File: config.mk
export PLATFORM = sky130hd
export DESIGN_NAME = ppd_front
export DESIGN_NICKNAME = d
export VERILOG_FILES = /design/src/rtl/ppd_pkg.sv /design/src/rtl/ppd_front.sv
export SDC_FILE = /design/constraint.sdc
export NUM_CORES = 1
export LEC_CHECK = 0
export ABC_AREA = 1
export BUFFER_PORTS_ARGS = -buffer_cell sky130_fd_sc_hd__buf_2
export CAP_MARGIN = 20
export CORE_ASPECT_RATIO = 0.6
export CORE_UTILIZATION = 35
export DETAILED_ROUTE_END_ITERATION = 6
export HOLD_SLACK_MARGIN = 0.06
export MAX_ROUTING_LAYER = met4
export PLACE_DENSITY_LB_ADDON = 0.12
export SLEW_MARGIN = 0
export SYNTH_ARGS = -nofsm -noshare
export SYNTH_HDL_FRONTEND = slang
export SYNTH_SLANG_ARGS = --single-unit
File: constraint.sdc
create_clock -name aclk -period 14.5 [get_ports aclk]
set_clock_uncertainty 0.05 [all_clocks]
set_input_delay 1.45 -clock aclk [delete_from_list [all_inputs] [get_ports aclk]]
set_output_delay 1.45 -clock aclk [all_outputs]
set_load 0.02 [all_outputs]
File: src/rtl/ppd_pkg.sv
// Package: types and constants for the point-to-polyline distance block.
package ppd_pkg;

    localparam int COORD_BITS = 24;
    localparam int DIFF_BITS  = COORD_BITS + 1;
    localparam int SQ_BITS    = 2 * DIFF_BITS + 1;
    localparam int BEST_BITS  = 2 * COORD_BITS + 3;
    localparam int DIST_BITS  = 25;
    localparam int QUO_BITS   = SQ_BITS;
    // bits of dot scanned by the multiply-divide, one per cycle
    localparam int NUM_BITS   = SQ_BITS;
    localparam int DIV_CNT_BITS = $clog2(NUM_BITS + 1);
    localparam int ROOT_BITS  = (BEST_BITS + 1) / 2;
    localparam int SQRT_CNT_BITS = $clog2(ROOT_BITS + 1);
    localparam logic [DIST_BITS-1:0] DIST_MAX = '1;

    typedef struct packed {
        logic signed [COORD_BITS-1:0] vertex_x;
        logic signed [COORD_BITS-1:0] vertex_y;
        logic signed [COORD_BITS-1:0] query_x;
        logic signed [COORD_BITS-1:0] query_y;
        logic                         first_vertex;
        logic                         last_vertex;
    } ppd_in_t;

    typedef struct packed {
        logic [DIST_BITS-1:0] distance;
        logic                 no_segment;
    } ppd_out_t;

    // Classified job passed from front to back.
    typedef struct packed {
        logic signed [COORD_BITS-1:0] ax;
        logic signed [COORD_BITS-1:0] ay;
        logic signed [COORD_BITS-1:0] bx;
        logic signed [COORD_BITS-1:0] by;
        logic signed [COORD_BITS-1:0] px;
        logic signed [COORD_BITS-1:0] py;
        logic                         has_seg;
        logic                         restart;
        logic                         last;
    } ppd_job_t;

    typedef enum logic [3:0] {
        ST_IDLE, ST_DIFF, ST_SQ1, ST_SQ2, ST_CLASS, ST_DIV,
        ST_UPD, ST_SQRT, ST_OUT
    } ppd_state_t;

endpackage

File: src/rtl/ppd_front.sv
// Front end: accept vertices, pair them with the previous vertex, queue jobs.
module ppd_front
    import ppd_pkg::*;
(
    input  logic     aclk,
    input  logic     aresetn,
    input  logic     s_valid,
    output logic     s_ready,
    input  ppd_in_t  s_data,
    output logic     job_valid,
    input  logic     job_ready,
    output ppd_job_t job_data
);

    logic signed [COORD_BITS-1:0] prev_x_reg, prev_y_reg;
    logic have_prev_reg;
    ppd_job_t q_reg [2];
    logic [1:0] cnt_reg;
    logic wr_ptr_reg, rd_ptr_reg;
    logic push, pop;
    ppd_job_t job_new;

    assign s_ready   = (cnt_reg != 2'd2);
    assign push      = s_valid && s_ready;
    assign job_valid = (cnt_reg != 2'd0);
    assign pop       = job_valid && job_ready;
    assign job_data  = q_reg[rd_ptr_reg];

    // Build the job from the previous vertex and the new item.
    always_comb begin
        job_new.ax      = prev_x_reg;
        job_new.ay      = prev_y_reg;
        job_new.bx      = s_data.vertex_x;
        job_new.by      = s_data.vertex_y;
        job_new.px      = s_data.query_x;
        job_new.py      = s_data.query_y;
        job_new.restart = s_data.first_vertex || !have_prev_reg;
        job_new.has_seg = !job_new.restart;
        job_new.last    = s_data.last_vertex;
    end

    // Advance the queue and the previous vertex.
    always_ff @(posedge aclk) begin
        if (!aresetn) begin
            cnt_reg       <= '0;
            wr_ptr_reg    <= 1'b0;
            rd_ptr_reg    <= 1'b0;
            have_prev_reg <= 1'b0;
            prev_x_reg    <= '0;
            prev_y_reg    <= '0;
        end else begin
            if (push) begin
                q_reg[wr_ptr_reg] <= job_new;
                wr_ptr_reg        <= !wr_ptr_reg;
                prev_x_reg        <= s_data.vertex_x;
                prev_y_reg        <= s_data.vertex_y;
                have_prev_reg     <= !s_data.last_vertex;
            end
            if (pop) begin
                rd_ptr_reg <= !rd_ptr_reg;
            end
            cnt_reg <= cnt_reg + {1'b0, push} - {1'b0, pop};
        end
    end

endmodule

* After elaboration in Yosys (flattened, before gate mapping) *
Memories as Yosys holds them, arrays and structs flattened. A register that Yosys moved wholly into a read port is not among the register bits.
Index checks and enable logic that the tools add are counted.
Widths: inputs -> output; s select.

storage, ports and cells
  logic and storage cells = 24
  bits in writable memories = 294
  output and inout port bits = 149
  memories kept = 1
  register bits = 53
  input bits = 102

memories
  name   depth  width  rd ports  clocked after Yosys merged registers in  write ports  line             source
  q_reg  2      147    1         1                                        1            ppd_front.sv:17  ppd_job_t q_reg [2];

cells by class
  add/sub/neg operators = 2
  muxes and demuxes = 5
  eq/ne operators = 1
  reduce and logical (&&, ||, !) cells = 9

operator list
  kind                count
  $logic_not 1->1     5
  $mux 1              5
  $add 2x1->2         1
  $logic_and 1x1->1   2
  $ne 2x2->1 const B  1
  $reduce_bool 2->1   1
  $sub 2x1->2         1
  $logic_or 1x1->1    1

* Logic depth before layout (Yosys ltp) *
  depth in word-level cells = 5
  mapped depth = 12

* Worst setup path before layout *
Ideal clock, no wire load.

  path kind = input -> register
  start point = input port s_valid
  end point = memory q_reg[1][0] in the netlist's numbering (enable)
  slack = 5829 ps
  data arrival time = 7966 ps
  data required time = 13795 ps
  cell stages on the path = 4
  path through = buf_4 -> buf_2 -> nand2_1 -> nor2_1

between the ends
  cells in the longest elaborated chain, start to end = 4

ends and longest elaborated chain
  element                       line             source
  start, declared               ppd_front.sv:7   input logic s_valid,
  $logic_and 1x1->1             ppd_front.sv:24  assign push = s_valid && s_ready;
  $mux 1                        ppd_front.sv:52  if (push) begin
  $mux 1                        ppd_front.sv:44  if (!aresetn) begin
  $mux 1 (implied by the code)  ppd_front.sv:53  q_reg[wr_ptr_reg] <= job_new;
  end, declared                 ppd_front.sv:17

No other way between the ends.

==> summary.txt <==
STA
  – Tcrit/Tclk final: about 28%
  – Final Slew Violations: 0
  – Worst hold slack: just under 0.4 ns
  – Fmax achieved: approximately 0.24 GHz
  – Slew headroom: around 34%
  – Setup TNS: 0 ns
  – Final setup violation count: 0
  – RSZ-0062 raised after global routing: no
  – Fin crit period: a little over 4 ns
  – Worst slew pin tran: around 0.99 ns
  – Final count of hold timing violations: 0

Logic synthesis
  – Synthesized Nets: between 900 and 1,000
  – Area share of fa/ha/maj cells after synthesis: 0.1905%
  – Share of the yosys chip area belonging to registers: 75.44%
  – Post-synth cell types: 14
  – XOR/XNOR Fraction of Synth Area: 0%
  – Post-synthesis compound-gate area fraction: 1.905%
  – Synth warn: 0
  – Area of the mapped netlist: 0.01314 sq mm
  – Synth Area in Simple Gates: 5.363%
  – Mapped Cells: 820
  – Main combinational cell family by area after synthesis: multiplexers
  – Mux share of post-synthesis cell area: between 10% and 20%
  – Flop and latch count out of synthesis: 348
  – Syn_area_per_cell: around 16 sq um

GRT
  – Total congestion overflow: 0
  – First-pass GRT wire length: 42,390 microns
  – Initial antenna violation count: 2
  – Vias in the first global route: 7,006
  – Largest net degree at the start of global routing: 86
  – Tot GR Track Use: between 10 and 15%

Final layout
  – Most frequent cells in the layout: 294 x edfxtp_1, 249 x buf_2, 147 x mux2_2
  – Ratio of cells with drive above 1 in the final layout: 42.27%
  – Commonest non-fill, non-tap cell in the layout: edfxtp_1
  – Register area: 0.009913 sq mm
  – Largest register FFs: 294
  – Multi-input logic area: roughly 0.0027 sq mm
  – Final net count: around 1,200
  – Fin util: 43.61%
  – Layout fillers: 3,447
  – P&R area growth vs syn: 21.58%

Worst setup path
  – Kind of end point of the critical path: output port
  – Worst reg-to-reg path cell count: 5
  – Crit Path Max Fanout: around 70
  – WS Path Type: register to output port
  – Startpoint types: register
  – Crit path DAT: around 2.6 ns
  – CP required: ~13 ns

Clocking
  – CTS HTree Levels: 2
  – Post-CTS setup buffers: 0
  – CTS tree: built
  – Post-cts sizing count: 0
  – Post-CTS Hold Buffers: 0
  – CTS Buffer Depth: 3
  – Clock Latency Late Sink: ~0.52 ns
  – CTS sink count: roughly 350
  – CTS Buf Count: 36
  – Clock root buffer: clkbuf_16
  – Clk slew on worst S/H paths: 0.06 ns

Drt
  – Initial DRC count: just over 300
  – Vias per inst: between 4 and 5
  – Detailed Routing Iterations Pass 1: 4
  – Met2 WL: 12,770 microns
  – Highest Signal Layer: met4
  – Final wirelength: 27,460 microns
  – Remaining antenna violation count: 0
  – DRC errors left: 0
  – Met1 Routed Length: roughly 13,000 microns
  – Via count: ~7,200
  – Drt wl/cell: ~17 microns
  – Met3 wirelength from detailed routing: between 1000 and 1500 microns

Floorplan
  – Die Wd: 252.1 microns
  – Core footprint: around 0.037 sq mm
  – Die Area: 0.03833 sq mm
  – Total I/O pin count: approximately 250
  – Core Rows: 54
  – Starting Density: between 30 and 40%
  – Die Y: 152.1 microns

Power
  – Net Switching: between 0.8 and 0.9 mW
  – Pwr Total: 2.818 mW
  – Sw Share: between 20 and 30%
  – Clock power share: roughly a third
  – Comb pwr share: 21.7%
  – Sequential power share: about 45%
  – Leakage: 6.129 nW
  – Maximum VDD drop: slightly below 100 uV
  – Power Dens Cells: approximately 180 mW/mm^2
  – Cell-internal power: between 2 and 2.5 mW

Job
  – Maximum capacitance violations: 0

Worst hold path
  – Hold Path Class: register to register
  – Min-Delay Path Depth: 0

Status
  – Run status: finished clean

Placed design
  – Port Buffers: between 200 and 300
  – Routability cong.: 0.7290
  – HPWL after detailed placement: between 15,000 and 20,000 microns
==> cell families after synthesis <==
family | after synthesis
buffers and inverters | 103
adders and majority gates | 2
AOI/OAI and AO/OA | 50
muxes | 147
DFF | 348
and+or+nand+nor | 170
==> final cells by class <==
class	count	area share, %
Sequential cell	348	62.07
Multi-Input combinational cell	369	16.59
Timing Repair Buffer	259	8.273
Clock buffer	48	6.377
Tap cell	504	3.949
Inverter	59	1.418
Clock inverter	17	1.285
Antenna cell	2	0.03134
==> power groups by stage <==
stage	combinational, mW	clock, mW	sequential, mW
2_1_floorplan	0.472	0	1.27
3_3_place_gp	0.628	0	1.28
3_5_place_dp	0.628	0	1.28
4_1_cts	0.631	0.983	1.26
5_1_grt	0.667	1.02	1.27
6_report	0.612	0.951	1.25
==> synthesized netlist by cell type (all sizes together) <==
| cell | n | area share [%] |
|---|---|---|
| inv | 59 | 1.7 |
| clkbuf | 4 | 0.11 |
| nand2 | 59 | 1.7 |
| edfxtp | 294 | 67 |
| mux2 | 147 | 13 |
| nor2 | 58 | 1.7 |
| ha | 2 | 0.19 |
| nand3 | 53 | 2.0 |
| a21oi | 50 | 1.9 |
| buf | 40 | 2.7 |
| dfxtp | 54 | 8.2 |
==> layer usage <==
layer,vias up,track usage (%)
met2,123,22.73
met5,-,-
met4,0,3.377
li1,3474,-
met3,43,3.666
met1,3562,19.51
==> critical path, cell delays in order, from the launching register on <==
cell and delay, ns:
dfxtp_4 0.58, buf_4 0.78, mux2_2 0.42, buf_2 0.17
==> per-stage QoR <==
step	area, sq um	setup WS, ns	cells
after global routing	15970	10.21	1606
after floorplan	13140	5.829	820
after CTS	15970	10.32	1604
after detailed placement	14740	9.869	1539
after global placement	14740	9.850	1539
final	15970	10.41	1606
==> final timing paths <==
kind	startpoint	end	slack, ns
worst max register to register	cnt_reg[0]	q_reg[0][86]	11.47
worst min-delay path	prev_y_reg[7]	q_reg[0][106]	0.40
worst max-delay path	register	job_data[54]	10.41
worst min register to register	prev_y_reg[7]	q_reg[0][106]	0.40
Note: power is estimated with default switching activity, not from simulation.
